--- config.mk ---
export PLATFORM = sky130hd
export DESIGN_NAME = fast_corner_score_filter_unit
export DESIGN_NICKNAME = d
export VERILOG_FILES = /design/src/rtl/core/fcsf_pkg.sv /design/src/rtl/core/fast_corner_score_filter_unit.sv /design/src/rtl/core/fcsf_lane.sv /design/src/rtl/core/fcsf_merge.sv
export SDC_FILE = /design/constraint.sdc
export NUM_CORES = 1
export LEC_CHECK = 0
export BUFFER_PORTS_ARGS = -buffer_cell sky130_fd_sc_hd__buf_2
export CORE_MARGIN = 2
export CORE_UTILIZATION = 60
export DETAILED_ROUTE_END_ITERATION = 10
export PLACE_DENSITY_LB_ADDON = 0.2
export SYNTH_ARGS = -nofsm -noshare
export SYNTH_HDL_FRONTEND = slang
export SYNTH_SLANG_ARGS = --single-unit
--- constraint.sdc ---
create_clock -name clk -period 24.5 [get_ports clk]
set_input_delay 4.9 -clock clk [delete_from_list [all_inputs] [get_ports clk]]
set_output_delay 4.9 -clock clk [all_outputs]
set_load 0.02 [all_outputs]
--- src/rtl/core/fcsf_pkg.sv ---
// ----------------------------------------------------------------------------
// fcsf_pkg
// Shared types and constants of the corner score filter: pixel and ring
// geometry, lane layout, register indexes and reset values.
// ----------------------------------------------------------------------------
package fcsf_pkg;

    localparam int PIXEL_W      = 8;
    localparam int RING_POINTS  = 16;
    localparam int WORD_W       = 32;
    localparam int PIX_PER_LANE = WORD_W / PIXEL_W;
    localparam int LANES        = RING_POINTS / PIX_PER_LANE;
    localparam int LANE_SUM_W   = 10;
    localparam int SCORE_W      = 12;
    localparam int BARRIER_W    = 8;
    localparam int THRESH_W     = 12;
    localparam int CFG_DATA_W   = 12;
    localparam int CFG_IDX_W    = 1;

    localparam logic [CFG_IDX_W-1:0] REG_BARRIER         = 1'b0;
    localparam logic [CFG_IDX_W-1:0] REG_SCORE_THRESHOLD = 1'b1;

    localparam logic [BARRIER_W-1:0] BARRIER_RESET = 8'd20;
    localparam logic [THRESH_W-1:0]  THRESH_RESET  = 12'd0;

    typedef struct packed {
        logic [PIXEL_W:0]   hi;
        logic [PIXEL_W-1:0] lo;
        logic               lo_ok;
    } band_t;

    typedef struct packed {
        logic [LANE_SUM_W-1:0] bright;
        logic [LANE_SUM_W-1:0] dark;
    } lane_sum_t;

endpackage

--- src/rtl/core/fast_corner_score_filter_unit.sv ---
// ----------------------------------------------------------------------------
// fast_corner_score_filter_unit
// Corner score filter for the 16-point circle: four lanes score
// the ring words in parallel, a merge stage forms the score and keeps only
// corners above the threshold.
//
//   channel   dir   handshake               payload
//   s_axis    in    s_axis_tvalid/tready    candidate corner, 160-bit tdata
//   m_axis    out   m_axis_tvalid/tready    accepted corner, 40-bit tdata
//   cfg       in    cfg_we                  cfg_index, cfg_data
//
// Two register stages: lane sums, then the merge output register.
// One item per cycle while the output does not stall; each result passes the lane stage, then the merge register.
// Items below or at the threshold leave no result and no gap.
// A stalled output holds the merge register; an empty lane stage still takes
// one more item before s_axis_tready drops.
// Reset clears both valid flags and loads the register reset values.
// ----------------------------------------------------------------------------
module fast_corner_score_filter_unit
#(
    parameter int COORD_BITS = 12
)
(
    input  logic                            clk,
    input  logic                            rst_n,
    input  logic                            s_axis_tvalid,
    output logic                            s_axis_tready,
    // center_pixel, ring_first, ring_second, ring_third, ring_fourth, column, line
    input  logic [(((fcsf_pkg::PIXEL_W + fcsf_pkg::LANES * fcsf_pkg::WORD_W
                     + 2 * COORD_BITS) + 7) / 8) * 8 - 1:0] s_axis_tdata,
    output logic                            m_axis_tvalid,
    input  logic                            m_axis_tready,
    // out_column, out_line, score
    output logic [(((2 * COORD_BITS + fcsf_pkg::SCORE_W) + 7) / 8) * 8 - 1:0] m_axis_tdata,
    input  logic                            cfg_we,
    input  logic [fcsf_pkg::CFG_IDX_W-1:0]  cfg_index,
    input  logic [fcsf_pkg::CFG_DATA_W-1:0] cfg_data
);
    import fcsf_pkg::*;

    localparam int OUT_W      = 2 * COORD_BITS + SCORE_W;
    localparam int OUT_TDATA_W = ((OUT_W + 7) / 8) * 8;
    localparam int RING_LO    = PIXEL_W;
    localparam int COL_LO     = PIXEL_W + LANES * WORD_W;
    localparam int LINE_LO    = COL_LO + COORD_BITS;

    logic [BARRIER_W-1:0]  barrier_reg;
    logic [THRESH_W-1:0]   threshold_reg;
    logic                  s1_valid_reg;
    logic                  s1_valid_next;
    logic [COORD_BITS-1:0] column_reg;
    logic [COORD_BITS-1:0] line_reg;
    logic [PIXEL_W-1:0]    center;
    band_t                 band;
    logic                  in_xfer;
    logic                  merge_load;
    lane_sum_t             sums [LANES];
    logic [COORD_BITS-1:0] out_column;
    logic [COORD_BITS-1:0] out_line;
    logic [SCORE_W-1:0]    score;

    always_ff @(posedge clk or negedge rst_n)
    begin
        if (!rst_n)
        begin
            barrier_reg   <= BARRIER_RESET;
            threshold_reg <= THRESH_RESET;
        end
        else if (cfg_we)
        begin
            unique case (cfg_index)
                REG_BARRIER:         barrier_reg   <= cfg_data[BARRIER_W-1:0];
                REG_SCORE_THRESHOLD: threshold_reg <= cfg_data[THRESH_W-1:0];
                default:             ;
            endcase
        end
    end

    assign center     = s_axis_tdata[PIXEL_W-1:0];
    assign band.hi    = {1'b0, center} + {1'b0, barrier_reg};
    assign band.lo    = center - barrier_reg;
    assign band.lo_ok = center >= barrier_reg;

    assign s_axis_tready = !s1_valid_reg || merge_load;
    assign in_xfer       = s_axis_tvalid && s_axis_tready;
    assign s1_valid_next = s_axis_tready ? in_xfer : s1_valid_reg;

    always_ff @(posedge clk or negedge rst_n)
    begin
        if (!rst_n)
        begin
            s1_valid_reg <= 1'b0;
        end
        else
        begin
            s1_valid_reg <= s1_valid_next;
        end
    end

    always_ff @(posedge clk)
    begin
        if (in_xfer)
        begin
            column_reg <= s_axis_tdata[COL_LO +: COORD_BITS];
            line_reg   <= s_axis_tdata[LINE_LO +: COORD_BITS];
        end
    end

    for (genvar g = 0; g < LANES; g++)
    begin : g_lane
        fcsf_lane u_lane
        (
            .clk       (clk),
            .en        (in_xfer),
            .band      (band),
            .ring_word (s_axis_tdata[RING_LO + g*WORD_W +: WORD_W]),
            .sum       (sums[g])
        );
    end

    fcsf_merge
    #(
        .COORD_BITS (COORD_BITS)
    )
    u_merge
    (
        .clk        (clk),
        .rst_n      (rst_n),
        .in_valid   (s1_valid_reg),
        .sums       (sums),
        .in_column  (column_reg),
        .in_line    (line_reg),
        .threshold  (threshold_reg),
        .out_ready  (m_axis_tready),
        .load       (merge_load),
        .out_valid  (m_axis_tvalid),
        .out_column (out_column),
        .out_line   (out_line),
        .score      (score)
    );

    assign m_axis_tdata = OUT_TDATA_W'({score, out_line, out_column});

    a_empty_stage_ready: assert property (@(posedge clk) disable iff (!rst_n)
        !s1_valid_reg |-> s_axis_tready)
        else $error("input stalled with empty lane stage");

    a_flow_through: assert property (@(posedge clk) disable iff (!rst_n)
        m_axis_tready |-> s_axis_tready)
        else $error("input stalled while output drains");

    a_xfer_fills_stage: assert property (@(posedge clk) disable iff (!rst_n)
        in_xfer |=> s1_valid_reg)
        else $error("accepted item lost before merge");

    a_score_range: assert property (@(posedge clk) disable iff (!rst_n)
        m_axis_tvalid |-> (score <= SCORE_W'(4080)))
        else $error("score out of range");

endmodule

--- src/rtl/core/fcsf_lane.sv ---
// ----------------------------------------------------------------------------
// fcsf_lane
// One lane: scores the four ring pixels of one ring word against the
// intensity band and registers the partial bright and dark sums.
// ----------------------------------------------------------------------------
module fcsf_lane
(
    input  logic                      clk,
    input  logic                      en,
    input  fcsf_pkg::band_t           band,
    input  logic [fcsf_pkg::WORD_W-1:0] ring_word,
    output fcsf_pkg::lane_sum_t       sum
);
    import fcsf_pkg::*;

    lane_sum_t sum_reg;
    lane_sum_t sum_next;

    always_comb
    begin
        logic [PIXEL_W-1:0] p;
        logic [PIXEL_W:0]   excess;
        logic [PIXEL_W-1:0] shortfall;
        sum_next = '0;
        for (int k = 0; k < PIX_PER_LANE; k++)
        begin
            p         = ring_word[k*PIXEL_W +: PIXEL_W];
            excess    = {1'b0, p} - band.hi;
            shortfall = band.lo - p;
            if ({1'b0, p} > band.hi)
            begin
                sum_next.bright = sum_next.bright + LANE_SUM_W'(excess);
            end
            else if (band.lo_ok && (p < band.lo))
            begin
                sum_next.dark = sum_next.dark + LANE_SUM_W'(shortfall);
            end
        end
    end

    always_ff @(posedge clk)
    begin
        if (en)
        begin
            sum_reg <= sum_next;
        end
    end

    assign sum = sum_reg;

endmodule

--- src/rtl/core/fcsf_merge.sv ---
// ----------------------------------------------------------------------------
// fcsf_merge
// Merge stage: adds the lane sums, picks the larger of bright and dark,
// tests it against the threshold and holds the result for transfer.
// ----------------------------------------------------------------------------
module fcsf_merge
#(
    parameter int COORD_BITS = 12
)
(
    input  logic                          clk,
    input  logic                          rst_n,
    input  logic                          in_valid,
    input  fcsf_pkg::lane_sum_t           sums [fcsf_pkg::LANES],
    input  logic [COORD_BITS-1:0]         in_column,
    input  logic [COORD_BITS-1:0]         in_line,
    input  logic [fcsf_pkg::THRESH_W-1:0] threshold,
    input  logic                          out_ready,
    output logic                          load,
    output logic                          out_valid,
    output logic [COORD_BITS-1:0]         out_column,
    output logic [COORD_BITS-1:0]         out_line,
    output logic [fcsf_pkg::SCORE_W-1:0]  score
);
    import fcsf_pkg::*;

    logic                  valid_reg;
    logic                  valid_next;
    logic [COORD_BITS-1:0] column_reg;
    logic [COORD_BITS-1:0] line_reg;
    logic [SCORE_W-1:0]    score_reg;
    logic [SCORE_W-1:0]    bright_total;
    logic [SCORE_W-1:0]    dark_total;
    logic [SCORE_W-1:0]    best;
    logic                  pass;

    always_comb
    begin
        bright_total = '0;
        dark_total   = '0;
        for (int i = 0; i < LANES; i++)
        begin
            bright_total = bright_total + SCORE_W'(sums[i].bright);
            dark_total   = dark_total + SCORE_W'(sums[i].dark);
        end
        best = (bright_total > dark_total) ? bright_total : dark_total;
        pass = best > threshold;
    end

    assign load       = !valid_reg || out_ready;
    assign valid_next = load ? (in_valid && pass) : valid_reg;

    always_ff @(posedge clk or negedge rst_n)
    begin
        if (!rst_n)
        begin
            valid_reg <= 1'b0;
        end
        else
        begin
            valid_reg <= valid_next;
        end
    end

    always_ff @(posedge clk)
    begin
        if (load && in_valid && pass)
        begin
            column_reg <= in_column;
            line_reg   <= in_line;
            score_reg  <= best;
        end
    end

    assign out_valid  = valid_reg;
    assign out_column = column_reg;
    assign out_line   = line_reg;
    assign score      = score_reg;

endmodule

==> results.md <==
- Final net count: around 4700
- Clock Skew: 0.00676 ns
- Global route overflow: 0
- Synth warnings: 0
- Final cycle utilization of the critical path: between 50 and 60%
- Initial antenna violation count: 1
- Yosys reg bits: 162
- Via/cell ratio: 6.00
- Post-Synth XOR/XNOR Area: 9.31%
- Startpoint Class: input port
- Die width: 230 µm
- Slew @ Worst Pin: 1.16 ns
- Simple-gate share of the synthesized area: a little over an eighth
- Number of DRC markers in iteration 0: 2098
- Largest family of logic cells by synthesized area: adder cells
- Outcome: finished clean
- Slew Limit Headroom: around 22%
- Ports: 220
- Routing usage on met1: between 40 and 50%
- DRT Pass-1 Iters: 6
- CTS Buf Count: 17
- Slowest stage delay, CP: approximately 0.6 ns
- Crit path max fanout: 11
- Core ar.: roughly 50000 µm²
- WL final: between 80000 and 90000 µm
- Fin. max-slew vios: 0
- H-tree depth: 4
- DR vias: approximately 27000
- Synth top cells by count: ha_1, inv_1, nor2_1
- Register area share after synthesis: 15.6%
- Critical Path AT: 13.12 ns
- Min-Delay Path Class: reg -> reg
- Synth Instances: around 3600
- Die Ht: approximately 230 µm
- Netlist Area Pre-Place: 30600 µm²
- Most utilized layer in the global route result: met2
- Post-detailed-placement half-perimeter wirelength: 69400 µm
- Clk slew on worst S/H paths: around 0.070 ns
- Post-CTS Resized: 0
- PortBufs: between 200 and 250
- Share of layout cells above drive strength 1: 12.5%
- Yosys top cell area share: 22.1%
- CP max-delay cell: xor2_4
- M2 GR Usage: 52.8%
- Post-synthesis area per instance: between 8 and 9 µm²
- Largest net degree at the start of global routing: 62
- Mux cell area share after synthesis: 5.91%
- Min Hold Slack: 0.418 ns
- RSZ-0062 raised after global routing: false
- P&R area growth vs syn: 9.34%
- Most common cell in the netlist: ha_1
- Diode count: 0
- Worst path most repeated cell: ha_1
- # rows: 82
- Post-route ant nets: 0
- Gr usage total: between 30% and 40%
- Drt wl/cell: 18.9 µm
- CTS root buf: clkbuf_16
- GR Layer Usage met3: 2.86%
- Minimum clock period: 12.85 ns
- DRC: 0
- Largest area contributor in the netlist: ha_1
- Setup CP Type: in -> reg
- Fin Setup TNS: 0 ns
- Post-synth ARST share: 13.6%
- # hold bufs at CTS: 0
- First-pass GRT wire length: 135000 µm
- Synth Area in Compound Gates: ~22%
- Achievable Freq: 77.8 MHz
- Vias in the first global route: between 20000 and 30000
- Setup crit end kind: register
- Netlist cell types: 96
- Die ar.: 52800 µm²
- Latest clock arrival within the worst-skew pair: about 0.44 ns
- EDFF count, synth: between 100 and 150
- Initial Util: 60.8%
- Max reg flops: 80
- Setup Fix Bufs, Post-CTS: 0
- TritonCTS clock tree: done
- CTS sink count: 162
- Max Buffers Root-to-Sink: 2
- Most area-consuming cells after synthesis: ha_1, edfxtp_1, xnor2_1, fa_1, inv_1
- Adder-cell share of the synthesized area: 27.5%
- Req. time, crit path: between 20 and 25 ns
- Final hold violations: 0
- Ys flop type: edfxtp_1
- Setup violators final: 0
- Max-cap viol count: 0
- Gpl congestion: 0.943
[area by class of cell]
cell class	instances	area [µm²]
tap	672	841
clock buffer	17	425
sequential	162	4760
fill	4405	16800
multi-input combinational	2993	24200
inverter	434	1630
timing repair buffer	259	1410
clock inverter	15	180
[worst paths after layout]
| kind | startpoint | to | slack [ns] | cells after the start |
|---|---|---|---|---|
| worst max-delay path | s_axis_tdata[2] | g_lane[3].u_lane.sum[9] | 11.65 | 35 |
| worst min-delay path | column_reg[5] | u_merge.out_column[5] | 0.42 | 0 |
| worst max register to register | barrier_reg[2] | g_lane[3].u_lane.sum[9] | 15.66 | 35 |
| worst min register to register | column_reg[5] | u_merge.out_column[5] | 0.42 | 0 |
| max in group asynchronous | rst_n | barrier_reg[2] | 19.72 | 1 |
| min in group asynchronous | rst_n | barrier_reg[0] | 4.42 | 1 |
[cells in the final DEF (no fill, tap or decap), types with 9 or more instances in the layout]
master / synthesis / routed
ha_1: 540 / 540
o21a_1: 95 / 95
inv_1: 433 / 432
nand2b_1: 50 / 50
dfrtp_1: 20 / 20
nand4_1: 68 / 68
nor4_1: 10 / 10
or3_1: 25 / 25
nor2b_1: 103 / 103
a21o_1: 125 / 125
or2_2: 19 / 19
a21oi_1: 259 / 259
mux2_2: 128 / 128
mux2i_1: 35 / 35
o21ai_0: 245 / 245
a211oi_1: 41 / 41
o2111ai_1: 10 / 10
a21boi_0: 27 / 27
o31a_1: 32 / 32
nor3_1: 68 / 67
xor2_1: 105 / 100
o211ai_1: 23 / 23
o41ai_1: 11 / 11
nor2_1: 286 / 285
o21bai_1: 35 / 35
xnor2_1: 220 / 214
and2_1: 13 / 12
nand3_1: 16 / 16
nand2_1: 144 / 144
buf_2: 12 / 215
buf_4: 5 / 44
fa_1: 82 / 81
a2111oi_0: 11 / 11
edfxtp_1: 140 / 140
and3_1: 9 / 9
clkbuf_16: 0 / 17
a31oi_1: 18 / 18
[metal layers]
metal	part of all wire, %	up-vias
li1	-	13600
met1	45	12700
met2	45	859
met3	6.4	161
met4	3.5	2
met5	0.013	-
[cells by family (layout without fill, tap and decap cells)]
| group | Yosys count | in the layout |
|---|---|---|
| mux | 164 | 164 |
| compound gates | 1038 | 1038 |
| flops | 162 | 162 |
| xor+xnor | 325 | 325 |
| simple gates | 840 | 840 |
| fa+ha+maj | 622 | 622 |
| other cells | 1 | 4 |
| buf+inv | 473 | 725 |
[worst max-delay path, delay by kind of cell]
kind / cells / cell delay [ns]
adders and majority gates: 6 / 2.09
muxes: 1 / 0.28
buffers and inverters: 3 / 0.54
AOI/OAI and AO/OA: 12 / 2.75
and+or+nand+nor: 10 / 1.67
xor gates and xnor gates: 3 / 0.85
[per-stage QoR]
step           cells  utilization, %  area [µm²]  setup WS [ns]
6_report        4552            66.5       33400          11.65
5_1_grt         4552            66.5       33400          11.01
4_1_cts         4552            66.5       33400          11.72
3_5_place_dp    4520            65.3       32800          11.28
3_3_place_gp    4520            65.3       32800          11.43
2_1_floorplan   3628               -       30600          12.46
Power is not shown: default switching activity piles up to over one toggle a cycle in this logic, so the estimate is an artifact.
